`src/sv/hcfq_pkg.sv`:
```
package hcfq_pkg;

  // capacity of the sorting chain, one record per cell
  localparam int MAX_TRACKS = 64;
  localparam int CNT_W      = $clog2(MAX_TRACKS + 1);
  localparam int SEQ_W      = $clog2(MAX_TRACKS);
  localparam int RANK_W     = 6;
  localparam int MODE_W     = 2;

  // sort mode codes (code 3 behaves as quality only)
  localparam logic [MODE_W-1:0] MODE_HITS    = 2'd0;
  localparam logic [MODE_W-1:0] MODE_STATION = 2'd1;
  localparam logic [MODE_W-1:0] MODE_QUALITY = 2'd2;

  typedef struct packed {
    logic [15:0] tag;
    logic [5:0]  hits;
    logic [4:0]  station;
    logic [23:0] chi;
    logic [7:0]  ndf;
  } trk_t;

  // arrival position within the set breaks ties on equal keys
  typedef struct packed {
    logic             valid;
    logic [SEQ_W-1:0] seq;
    trk_t             rec;
  } slot_t;

  typedef enum logic [1:0] {
    ST_LOAD,
    ST_SETTLE,
    ST_DRAIN
  } state_e;

  // a strictly better fit than b on chi2/ndf, zero ndf ranks worst
  function automatic logic quality_before(trk_t a, trk_t b);
    logic [31:0] prod_a;
    logic [31:0] prod_b;
    prod_a = {8'd0, a.chi} * {24'd0, b.ndf};
    prod_b = {8'd0, b.chi} * {24'd0, a.ndf};
    if (a.ndf == 8'd0) begin
      return 1'b0;
    end else if (b.ndf == 8'd0) begin
      return 1'b1;
    end
    return prod_a < prod_b;
  endfunction

  // a strictly ahead of b under the selected mode
  function automatic logic ranks_before(trk_t a, trk_t b, logic [MODE_W-1:0] mode);
    logic res;
    res = quality_before(a, b);
    case (mode)
      MODE_HITS: begin
        if (a.hits != b.hits) res = a.hits > b.hits;
      end
      MODE_STATION: begin
        if (a.station != b.station) res = a.station > b.station;
      end
      default: begin
        res = quality_before(a, b);
      end
    endcase
    return res;
  endfunction

  // a ahead of b: better keys, or equal keys and earlier arrival
  function automatic logic slot_ahead(slot_t a, slot_t b, logic [MODE_W-1:0] mode);
    logic fwd;
    logic rev;
    fwd = ranks_before(a.rec, b.rec, mode);
    rev = ranks_before(b.rec, a.rec, mode);
    return fwd || (!rev && (a.seq < b.seq));
  endfunction

endpackage

```
`src/sv/hcfq_cell.sv`:
```
module hcfq_cell (
  input  logic                      clk_i,
  input  logic                      rst_ni,
  input  logic [hcfq_pkg::MODE_W-1:0] mode_i,
  input  hcfq_pkg::slot_t           in_i,
  input  logic                      shift_i,
  input  hcfq_pkg::slot_t           below_i,
  output hcfq_pkg::slot_t           held_o,
  output hcfq_pkg::slot_t           pass_o
);

  hcfq_pkg::slot_t held_q, held_d;
  hcfq_pkg::slot_t pass_q, pass_d;

  // keep the better record, hand the worse one on; on shift take the record held below
  always_comb begin
    held_d       = held_q;
    pass_d       = in_i;
    pass_d.valid = 1'b0;
    if (shift_i) begin
      held_d = below_i;
    end else if (in_i.valid) begin
      if (!held_q.valid) begin
        held_d = in_i;
      end else if (hcfq_pkg::slot_ahead(in_i, held_q, mode_i)) begin
        held_d = in_i;
        pass_d = held_q;
      end else begin
        pass_d = in_i;
      end
    end
  end

  // held and handed-on records
  always_ff @(posedge clk_i or negedge rst_ni) begin
    if (!rst_ni) begin
      held_q <= '0;
      pass_q <= '0;
    end else begin
      held_q <= held_d;
      pass_q <= pass_d;
    end
  end

  assign held_o = held_q;
  assign pass_o = pass_q;

endmodule

```
`config.mk`:
```
export PLATFORM = sky130hd
export DESIGN_NAME = hcfq_cell
export DESIGN_NICKNAME = d
export VERILOG_FILES = /design/src/sv/hcfq_pkg.sv /design/src/sv/hcfq_cell.sv
export SDC_FILE = /design/constraint.sdc
export NUM_CORES = 1
export LEC_CHECK = 0
export BUFFER_PORTS_ARGS = -buffer_cell sky130_fd_sc_hd__buf_2
export CORE_MARGIN = 5
export CORE_UTILIZATION = 30
export CTS_CLUSTER_SIZE = 8
export DETAILED_ROUTE_END_ITERATION = 16
export GPL_ROUTABILITY_DRIVEN = 0
export GPL_TIMING_DRIVEN = 0
export SLEW_MARGIN = 30
export SYNTH_ARGS = -nofsm -noshare
export SYNTH_HDL_FRONTEND = slang
export SYNTH_SLANG_ARGS = --single-unit
export TNS_END_PERCENT = 20
```
`constraint.sdc`:
```
create_clock -name clk_i -period 9.45 [get_ports clk_i]
set_input_delay 2.3625 -clock clk_i [delete_from_list [all_inputs] [get_ports clk_i]]
set_output_delay 2.3625 -clock clk_i [all_outputs]
set_load 0.05 [all_outputs]
```
# Word level (Yosys, flattened, before mapping)
# Index checks and enable logic that the tools add are counted.
[classes] n_reduce_logical=9 mul=2 eq_ne=6 mux=46 magnitude_cmp=7
[op_table] cell="$mux 66" n=5
[op_table] cell="$mux 65" n=3
[op_table] cell="$lt 32x32->1" n=2
[op_table] cell="$mul 24x8->32" n=2
[op_table] cell="$mux 1" n=36
[op_table] cell="$logic_not 8->1" n=2
[op_table] cell="$gt 6x6->1" n=2
[op_table] cell="$ne 6x6->1" n=2
[op_table] cell="$gt 5x5->1" n=2
[op_table] cell="$ne 5x5->1" n=2
[op_table] cell="$lt 6x6->1" n=1
[op_table] cell="$pmux 1 s2" n=2
[op_table] cell="$ne 3x2->1 const B" n=1
[op_table] cell="$eq 2x1->1 const B" n=1
[op_table] cell="$logic_not 2->1" n=1
[op_table] cell="$reduce_and 2->1" n=1
[op_table] cell="$reduce_bool 2->1" n=1
[op_table] cell="$reduce_or 2->1" n=1
[op_table] cell="$logic_and 1x1->1" n=1
[op_table] cell="$logic_not 1->1" n=1
[op_table] cell="$logic_or 1x1->1" n=1
[word_totals] output_inout_bits=132 elab_cells=84 in_bits=137 reg_bits=132

# Longest topological paths before layout
# Gate-level depths: netlist of the first run.
[logic_depth] word_depth=19 mapped_depth=30 mapped_depth_nobuf=27

# Least setup slack after synthesis of the first run
# OpenSTA, ideal clock, no wires.
[synth_path] path_type="input port to flip-flop" from="input in_i[3] (netlist name)" to="register pass_q, in the netlist pass_o[15]" arrival_ps=8661 t_required_ps=9325 slack_ps=664 stages=28 setup_ps=125 n_path_buf=3 path_cell_list="clkbuf_1 and2_1 fa_1 fa_1 fa_1 inv_1 fa_1 inv_1 ha_1 a211oi_1 o211ai_1 a211oi_2 a2111oi_0 or4_1 a31o_1 a21oi_1 xnor2_1 ha_1 nand4_1 nor3_1 nor4b_2 o21ai_1 a21oi_1 nor3_2 and3b_1 buf_4 buf_6 mux2_4"
[synth_rtl] item="start, declared" line="hcfq_cell.sv:5" text="input hcfq_pkg::slot_t in_i,"
[synth_rtl] item="end signal, assigned" line="hcfq_cell.sv:41" text="pass_q <= pass_d;"
[synth_rtl] item="end, declared" line="hcfq_cell.sv:13" text="hcfq_pkg::slot_t pass_q, pass_d;"

==> qor.yml, run 1 <==
status:
  status: "complete, no violations"
critical_path:
  max_stage_delay_ns: 0.58
  worst_path_most_repeated_cell: "fa_1"
  endpoint_kind: "flip-flop"
  cp.required_ns: 9.81
  cp_slowest_cell: "fa_1"
  cp-start-kind: "input port"
  worstPathArrival_ns: 9.67
  worstPathMaxFanout: 10
  path_class: "in -> reg"
timing:
  finalMaxSlewViolations: 0
  finalHoldViolations: 0
  max_freq_ghz: 0.107
  period_share_pct: 98.6
  relSlewSlack_pct: 37.8
  fin_worst_skew_ns: 0.0180
  layout_min_cycle_time_ns: 9.31
  setup_viol: 0
  postLayoutSetupSlackWorst_ns: 0.136
  tightestPinTransition_ns: 0.934
  fin_tns_setup_ns: 0
clock_tree:
  root_buffer: "clkbuf_16"
  cts_tree: "built"
  clk_path_buf_depth: 2
  cts_sinks: 132
  clkLatencyLatePin_ns: 0.48
  cts_buffers: 17
  clkTransAtPathRegs_ns: 0.07
  htree_levels: 4
cells_and_area:
  drive_gt1_share_pct: 26.8
  final-instance-count-excl-fill: 3036
  layout_common_cells: "and2_1 (297), inv_1 (277), fa_1 (262)"
  final_core_util_pct: 36.4
  final_common_cell: "and2_1"
  fin_nets: 2729
  area_growth_pct: 20.1
floorplan:
  core_mm2: 0.0631
  start_util_pct: 30.3
  die_w_um: 262
  dieArea_mm2: 0.0688
  design.portCount: 269
  die_h_um: 262
  rows: 92
synthesis:
  ys_ff_latch: 132
  synth.area.top_cells: "fa_1 (28%), dfrtp_1 (17%), ha_1 (10%)"
  ys_async_sr_fraction_pct: 100
  mappedNetlistArea_mm2: 0.0191
  yosys.area.top_type: "fa_1"
  syn_inst: 1870
  synth_edf_count: 0
  avgSynthCellArea_um2: 10.2
  synthFlopType: "dfrtp_1"
  yosysUniqueCellTypes: 68
  yosysSeqAreaShare_pct: 17.3
  synth_top_area_share_pct: 27.7
  syn-num-nets: 2423
  yosysWarningCount: 0
drt:
  routed_wl_mm: 62.5
  viasPerCell: 4.91
  dr.pass1.iters: 7
  routedWlPerCell_um: 20.6
  ant_nets: 0
  drt_first_iter_violations: 881
  route.detailed.drc: 0
  routed-via-count: 14900
placement:
  io_buffers: 261
  dpl.hpwl_mm: 50.0
  dpl.cell_count: 2978
  dp_slack_ns: -1.52
hold_path:
  min-delay-path-class: "reg -> reg"
grt:
  antenna_found_initial: 6
  grt_first_pass_wirelength_mm: 95.0
  grt_max_degree: 74
  gr-usage-all-layers_pct: 17.8
  grt-ovfl-total: 0
  grt_pass1_vias: 16100
flow_run:
  drv_cap: 0
==> cells by family (layout without fill, tap and decap cells) <==
kind of cell | count (synthesis) | in the layout | synth area share, %
xor gates and xnor gates | 52 | 52 | 2.38
AOI/OAI and AO/OA | 199 | 199 | 6.99
adders and majority gates | 416 | 416 | 37.6
DFF | 132 | 132 | 17.3
and+or+nand+nor | 536 | 536 | 15.5
muxes | 186 | 186 | 12.7
buffers and inverters | 349 | 668 | 7.56
other | 0 | 1 | 0
==> Yosys cell counts (all sizes together), types with 7 or more instances <==
cell	count
o21bai	7
xor2	15
xnor2	37
mux2	172
mux2i	14
clkbuf	51
o21a	10
a21oi	54
nand4	10
fa	264
a211oi	12
ha	152
nor3	13
a21o	28
buf	20
inv	278
nor2	35
dfrtp	132
and3	7
and2	298
or3	8
nand2	127
nand3	9
o21ai	40
==> critical path: cells and delay by family <==
kind / cells / cell delay (ns)
AND/OR/NAND/NOR: 7 / 1.86
XOR/XNOR: 1 / 0.11
adder cells (fa/ha/maj): 6 / 2.49
AO/OA/AOI/OAI: 8 / 1.34
multiplexers: 1 / 0.33
buffers and inverters: 9 / 1.16
==> final cells by class <==
class | instances | area [µm²]
Inverter | 278 | 1040
Sequential cell | 132 | 3300
Antenna cell | 1 | 2.50
Multi-Input combinational cell | 1389 | 14700
Clock buffer | 17 | 425
Tap cell | 846 | 1060
Clock inverter | 15 | 165
Buffer | 70 | 588
Timing Repair Buffer | 288 | 1680
Fill cell | 6398 | 40100
==> per-stage QoR <==
step           hold WS (ns)  cell area [µm²]
2_1_floorplan         0.799            19100
3_3_place_gp          0.514            21500
3_5_place_dp          0.519            21500
4_1_cts               0.543            22300
5_1_grt               0.556            23000
6_report              0.542            23000
==> registers in the layout, indices dropped and copies added, names as in the netlist <==
signal  flops
pass_o     66
held_o     66
==> metal layers <==
layer	up-vias	share of wire, %	global-route usage (%)
met5	-	0.058	0
met4	6	2.1	4.49
met3	69	8.7	5.51
met2	586	47	29.5
met1	7591	42	22.7
li1	6646	-	-
==> worst paths after layout <==
kind	depth (start not counted)	from	slack, ns	to
worst max register to register	31	held_o[6]$_DFFE_PN0P_	0.93	pass_o[18]$_DFF_PN0_
worst min-delay path	1	held_o[61]$_DFFE_PN0P_	0.54	pass_o[61]$_DFF_PN0_
worst min register to register	1	held_o[61]$_DFFE_PN0P_	0.54	pass_o[61]$_DFF_PN0_
worst max-delay path	32	in_i[5]	0.14	pass_o[18]$_DFF_PN0_
min in group asynchronous	1	rst_ni	1.82	held_o[44]$_DFFE_PN0P_
max in group asynchronous	2	rst_ni	6.83	pass_o[28]$_DFF_PN0_
==> timing repair <==
item,CTS,global route
gates resized for setup,47,113
pin swaps,2,22
hold buffers,0,0
cloned,0,2
buffers inserted,2,22
endpoints found under the setup margin,130,130
Power of run 1 is left out: the tool's default activity adds up to more than one toggle a clock period on the data nets, which glitch-free logic cannot reach.
==> run 2: changes to the inputs <==
CORE_ASPECT_RATIO = 0.5   (was unset)
==> run 2 against run 1 <==
Against the previous run: sequential share of layout area about the same; global-route usage down 1.6 points; maximum frequency up 0.45%; utilization up 0.097 points; cell count down 0.23%; die area up 0.45%; non-clock buffer count up 2; critical path depth down 1; clock skew down 0.0022 ns; count of clock-buffer cells in the layout unchanged.
==> qor.yml, run 2 (synthesis gave the netlist of run 1 again) <==
status:
  status: "complete, no violations"  # unchanged
critical_path:
  r2r_start: "held_o[6]$_DFFE_PN0P_"  # unchanged
  worstPathMaxFanout: 8  # was 10
  cp_slowest_cell: "or4b_4"  # was fa_1
  max_stage_delay_ns: 0.57  # was 0.58 ns
  cp.required_ns: 9.79  # was 9.81 ns
  path_class: "in -> reg"  # unchanged
  cp-start-kind: "input port"  # unchanged
  worstPathArrival_ns: 9.61  # was 9.67 ns
  crit_path_start: "in_i[7]"  # was in_i[5]
  endpoint_kind: "flip-flop"  # unchanged
  worst_path_most_repeated_cell: "fa_1"  # unchanged
floorplan:
  dieArea_mm2: 0.0691  # was 0.0688 mm²
  core_mm2: 0.0630  # was 0.0631 mm²
  start_util_pct: 30.3  # about the same
  design.portCount: 269  # unchanged
  die_h_um: 188  # was 262 µm
  rows: 65  # was 92
  die_w_um: 367  # was 262 µm
timing:
  setup_viol: 0  # unchanged
  relSlewSlack_pct: 38.4  # was 37.8%
  fin_worst_skew_ns: 0.0159  # was 0.0180 ns
  rsz0062_at_grt: "true"
  tightestPinTransition_ns: 0.923  # was 0.934 ns
  finalMaxSlewViolations: 0  # unchanged
  max_freq_ghz: 0.108  # was 0.107 GHz
  finalHoldViolations: 0  # unchanged
  layout_min_cycle_time_ns: 9.27  # was 9.31 ns
  period_share_pct: 98.1  # was 98.6%
  hold_slack_ns: 0.532  # was 0.542 ns
grt:
  antenna_found_initial: 2  # was 6
  grt-ovfl-total: 0  # unchanged
  grt_pass1_vias: 15200  # was 16100
  gr-usage-all-layers_pct: 16.2  # was 17.8%
  grt_first_pass_wirelength_mm: 87.0  # was 95.0 mm
  grt_max_degree: 69  # was 74
cells_and_area:
  drive_gt1_share_pct: 26.9  # was 26.8%
  area_growth_pct: 20.4  # was 20.1%
  multi_input_area_mm2: 0.0147  # about the same
  seqCellArea_mm2: 0.00330  # unchanged
  fin_nets: 2731  # was 2729
  final_common_cell: "and2_1"  # unchanged
  layout_common_cells: "and2_1 (295), inv_1 (276), fa_1 (260)"  # was and2_1 (297), inv_1 (277), fa_1 (262)
  n_fill_cell: 6320  # was 6398
drt:
  viasPerCell: 4.76  # was 4.91
  route.detailed.drc: 0  # unchanged
  routed_wl_mm: 56.5  # was 62.5 mm
  routedWlPerCell_um: 18.6  # was 20.6 µm
  routed-via-count: 14400  # was 14900
  drt_first_iter_violations: 725  # was 881
  dr.pass1.iters: 5  # was 7
  ant_nets: 0  # unchanged
clock_tree:
  clk_path_buf_depth: 2  # unchanged
  root_buffer: "clkbuf_16"  # unchanged
  cts_buffers: 17  # unchanged
  cts_tree: "built"  # unchanged
  clkLatencyLatePin_ns: 0.46  # was 0.48 ns
  clkTransAtPathRegs_ns: 0.06  # was 0.07 ns
  htree_levels: 4  # unchanged
  cts_sinks: 132  # unchanged
placement:
  dpl.hpwl_mm: 44.8  # was 50.0 mm
  io_buffers: 261  # unchanged
hold_path:
  min-delay-start: "held_o[48]$_DFFE_PN0P_"  # was held_o[61]$_DFFE_PN0P_
  min-delay-path-class: "reg -> reg"  # unchanged
flow_run:
  drv_cap: 0  # unchanged
==> run 2: cell count changes in the layout (fill, tap and decap cells not counted), sizes merged <==
| cell | before | now |
|---|---|---|
| inv | 285 | 281 |
| clkinvlp | 3 | 2 |
| bufinv | 1 | 5 |
| buf | 310 | 312 |
| clkinv | 4 | 5 |
==> run 2: worst paths after layout <==
| check | end | slack (ns) | depth (start not counted) |
|---|---|---|---|
| hold / removal | pass_o[48]$_DFF_PN0_ | 0.53 | 1 |
| setup / recovery | pass_o[32]$_DFF_PN0_ | 0.18 | 31 |
| setup reg to reg | pass_o[32]$_DFF_PN0_ | 0.89 | 29 |
| min in group asynchronous | pass_o[48]$_DFF_PN0_ | 1.84 | 1 |
| max in group asynchronous | pass_o[15]$_DFF_PN0_ | 6.86 | 2 |
| hold reg to reg | pass_o[48]$_DFF_PN0_ | 0.53 | 1 |
==> run 2: cell type report <==
class | instances | share of cell area (%)
plain buffers | 71 | 2.56
multi-input cells | 1389 | 63.8
clock buffers | 17 | 1.85
repair buffers | 289 | 7.35
clock inverters | 15 | 0.990
flip-flops and latches | 132 | 14.4
inverters | 278 | 4.54
diodes | 1 | 0.0109
well taps | 837 | 4.55
==> run 2: what timing repair did <==
| action | in CTS | in global routing |
|---|---|---|
| resized for setup | 46 | 117 |
| hold buffers | 0 | 0 |
| buffers inserted | 2 | 21 |
| setup endpoints to repair | 130 | 130 |
| gates cloned | 0 | 4 |
| pin swaps | 4 | 31 |
==> run 2: worst max-delay path, delay by kind of cell <==
kind	cells	cell delay [ns]
adders and majority gates	6	2.58
and+or+nand+nor	7	1.93
AOI/OAI and AO/OA	8	1.24
buffers and inverters	8	1.06
muxes	1	0.31
xor gates and xnor gates	1	0.09
==> run 2: metal layers <==
metal	track usage [%]	share of wire [%]	routed length [µm]
met1	20.2	42	23700
met4	4.45	2.6	1450
met2	28.9	50	28300
met3	2.93	5.3	2970
met5	0	0.023	13
==> run 2: through the flow <==
stage / util [%] / instances / setup slack, ns / instance area, µm² / setup TNS [ns]
6_report: 36.5 / 3029 / 0.178 / 23000 / 0
5_1_grt: 36.5 / 3028 / -0.0557 / 23000 / -1.50
4_1_cts: 35.4 / 3003 / 0.00822 / 22300 / 0
3_5_place_dp: 34.1 / 2969 / -1.70 / 21500 / -197.71
3_3_place_gp: 34.1 / 2968 / -1.66 / 21500 / -192.29
2_1_floorplan: - / 1870 / 0.664 / 19100 / 0
Power of run 2 is left out for the same reason.
==> run 3: changes to the inputs <==
GPL_TIMING_DRIVEN = unset   (was 0)
PLACE_DENSITY = 0.53   (was unset)
==> run 3 against run 2 <==
Against the previous run: routed wire length decreased by 6.5%; cell count increased by 2.6%; maximum frequency increased by 1.5%; worst hold slack got worse by 0.0080 ns; cell area increased by 0.86%; register-to-register slack improved by 0.56 ns; first-iteration DRC count decreased by 15%; count of clock-buffer cells in the layout increased by 2; critical path type unchanged; largest cell class unchanged.
==> qor.yml, run 3 (synthesis gave the netlist of run 1 again) <==
clock_tree:
  ctsHoldBuffers: 0  # unchanged
  clkTransAtPathRegs_ns: 0.07  # was 0.06 ns
  root_buffer: "clkbuf_16"  # unchanged
  htree_levels: 4  # unchanged
  cts_tree: "built"  # unchanged
  cts_sinks: 132  # unchanged
  cts_buffers: 17  # unchanged
  clkLatencyLatePin_ns: 0.47  # was 0.46 ns
  clk_path_buf_depth: 2  # unchanged
flow_run:
  drv_cap: 0  # unchanged
grt:
  gr-usage-all-layers_pct: 15.6  # was 16.2%
  grt_max_degree: 69  # unchanged
  grtUsageMet1_pct: 19.3  # was 20.2%
  grt_pass1_vias: 15500  # was 15200
  grt-ovfl-total: 0  # unchanged
  grt_util_met2_pct: 28.4  # was 28.9%
  grt_first_pass_wirelength_mm: 85.5  # was 87.0 mm
  grt.busiest_layer: "met2"  # unchanged
  met3_usage_pct: 2.55  # was 2.93%
  antenna_found_initial: 1  # was 2
timing:
  layout_min_cycle_time_ns: 9.14  # was 9.27 ns
  tightestPinTransition_ns: 0.857  # was 0.923 ns
  fin_worst_skew_ns: 0.0148  # was 0.0159 ns
  relSlewSlack_pct: 42.9  # was 38.4%
  setup_viol: 0  # unchanged
  finalHoldViolations: 0  # unchanged
  max_freq_ghz: 0.109  # was 0.108 GHz
  finalMaxSlewViolations: 0  # unchanged
  period_share_pct: 96.7  # was 98.1%
  hold_slack_ns: 0.524  # was 0.532 ns
  rsz0062_at_grt: "false"  # was true
  fin_tns_setup_ns: 0  # unchanged
cells_and_area:
  fin_nets: 2812  # was 2731
  area_growth_pct: 21.4  # was 20.4%
  seqCellArea_mm2: 0.00330  # unchanged
  n_fill_cell: 6380  # was 6320
  multi_input_area_mm2: 0.0144  # was 0.0147 mm²
  final-instance-count-excl-fill: 3109  # was 3029
  final_common_cell: "and2_1"  # unchanged
  antenna_cells: 0  # was 1
  drive_gt1_share_pct: 29.3  # was 26.9%
  layout_common_cells: "and2_1 (298), inv_1 (278), buf_2 (265)"  # was and2_1 (295), inv_1 (276), fa_1 (260)
floorplan:
  rows: 65  # unchanged
  design.portCount: 269  # unchanged
  start_util_pct: 30.3  # unchanged
  core_mm2: 0.0630  # unchanged
  dieArea_mm2: 0.0691  # unchanged
  die_h_um: 188  # unchanged
  die_w_um: 367  # unchanged
critical_path:
  worstPathArrival_ns: 9.49  # was 9.61 ns
  endpoint_kind: "flip-flop"  # unchanged
  crit_family: "adder cells"  # unchanged
  cp.required_ns: 9.81  # was 9.79 ns
  worst_path_most_repeated_cell: "buf_4"  # was fa_1
  path_class: "in -> reg"  # unchanged
  cp-start-kind: "input port"  # unchanged
  worstPathMaxFanout: 10  # was 8
  critPathBufInv: 9  # was 8
  cp_slowest_cell: "fa_1"  # was or4b_4
  max_stage_delay_ns: 0.52  # was 0.57 ns
drt:
  routedWlPerCell_um: 17.0  # was 18.6 µm
  routed-via-count: 14300  # was 14400
  viasPerCell: 4.61  # was 4.76
  routed_wl_mm: 52.8  # was 56.5 mm
  route.detailed.drc: 0  # unchanged
  drt_first_iter_violations: 615  # was 725
  ant_nets: 0  # unchanged
  dr.pass1.iters: 5  # unchanged
placement:
  dpl.cell_count: 3073  # was 2969
  dpl.hpwl_mm: 42.8  # was 44.8 mm
  io_buffers: 268  # was 261
hold_path:
  min-delay-path-class: "reg -> reg"  # unchanged
status:
  status: "complete, no violations"  # unchanged
## run 3: changes by cell type in the layout (fill, tap and decap cells not counted), sizes merged
| cell | delta |
|---|---|
| buf | +127 |
| bufinv | -5 |
| clkbuf | -44 |
| clkinv | -3 |
| clkinvlp | +2 |
| diode | -1 |
| inv | +4 |
## run 3: cell type report
| class | count | area share [%] |
|---|---|---|
| timing repair buffer | 441 | 12.1 |
| clock buffer | 19 | 1.91 |
| tap | 837 | 4.51 |
| sequential | 132 | 14.2 |
| clock inverter | 13 | 0.502 |
| inverter | 278 | 4.50 |
| multi-input combinational | 1389 | 62.2 |
## run 3: stage by stage
stage / setup WS [ns] / instance area (µm²) / util, %
detailed placement: -0.291 / 22500 / 35.7
global route: 0.00706 / 23200 / 36.8
finish: 0.311 / 23200 / 36.8
CTS: 0.172 / 23100 / 36.6
floorplan: 0.664 / 19100 / -
global placement: -0.184 / 22500 / 35.7
## run 3: worst reg2reg max path: cells and delay by family (launching register included)
family                   cells  cell delay (ns)
adder cells (fa/ha/maj)      6             2.46
AO/OA/AOI/OAI                7             1.84
AND/OR/NAND/NOR              9             1.36
buffers and inverters        7             1.12
flip-flops                   1             0.74
multiplexers                 1             0.34
## run 3: final timing paths
| path | to | cells after the start | slack [ns] | from |
|---|---|---|---|---|
| worst min-delay path | pass_o[61]$_DFF_PN0_ | 1 | 0.52 | held_o[61]$_DFFE_PN0P_ |
| worst max register to register | held_o[9]$_DFFE_PN0P_ | 30 | 1.45 | held_o[2]$_DFFE_PN0P_ |
| min in group asynchronous | pass_o[53]$_DFF_PN0_ | 1 | 1.90 | rst_ni |
| worst max-delay path | held_o[9]$_DFFE_PN0P_ | 32 | 0.31 | in_i[12] |
| worst min register to register | pass_o[61]$_DFF_PN0_ | 1 | 0.52 | held_o[61]$_DFFE_PN0P_ |
| max in group asynchronous | pass_o[28]$_DFF_PN0_ | 2 | 6.40 | rst_ni |
## run 3: what timing repair did
action                     in CTS  in global routing
buffers inserted                0                  3
gates resized for setup         0                 13
setup endpoints to repair       0                129
## run 3: layer usage
metal  up-vias  wire length (µm)
li1       6818                 -
met1      7273             22900
met2       204             27200
met3        40              1740
met4         2               978
met5         -                 9
Power of run 3 is left out for the same reason.
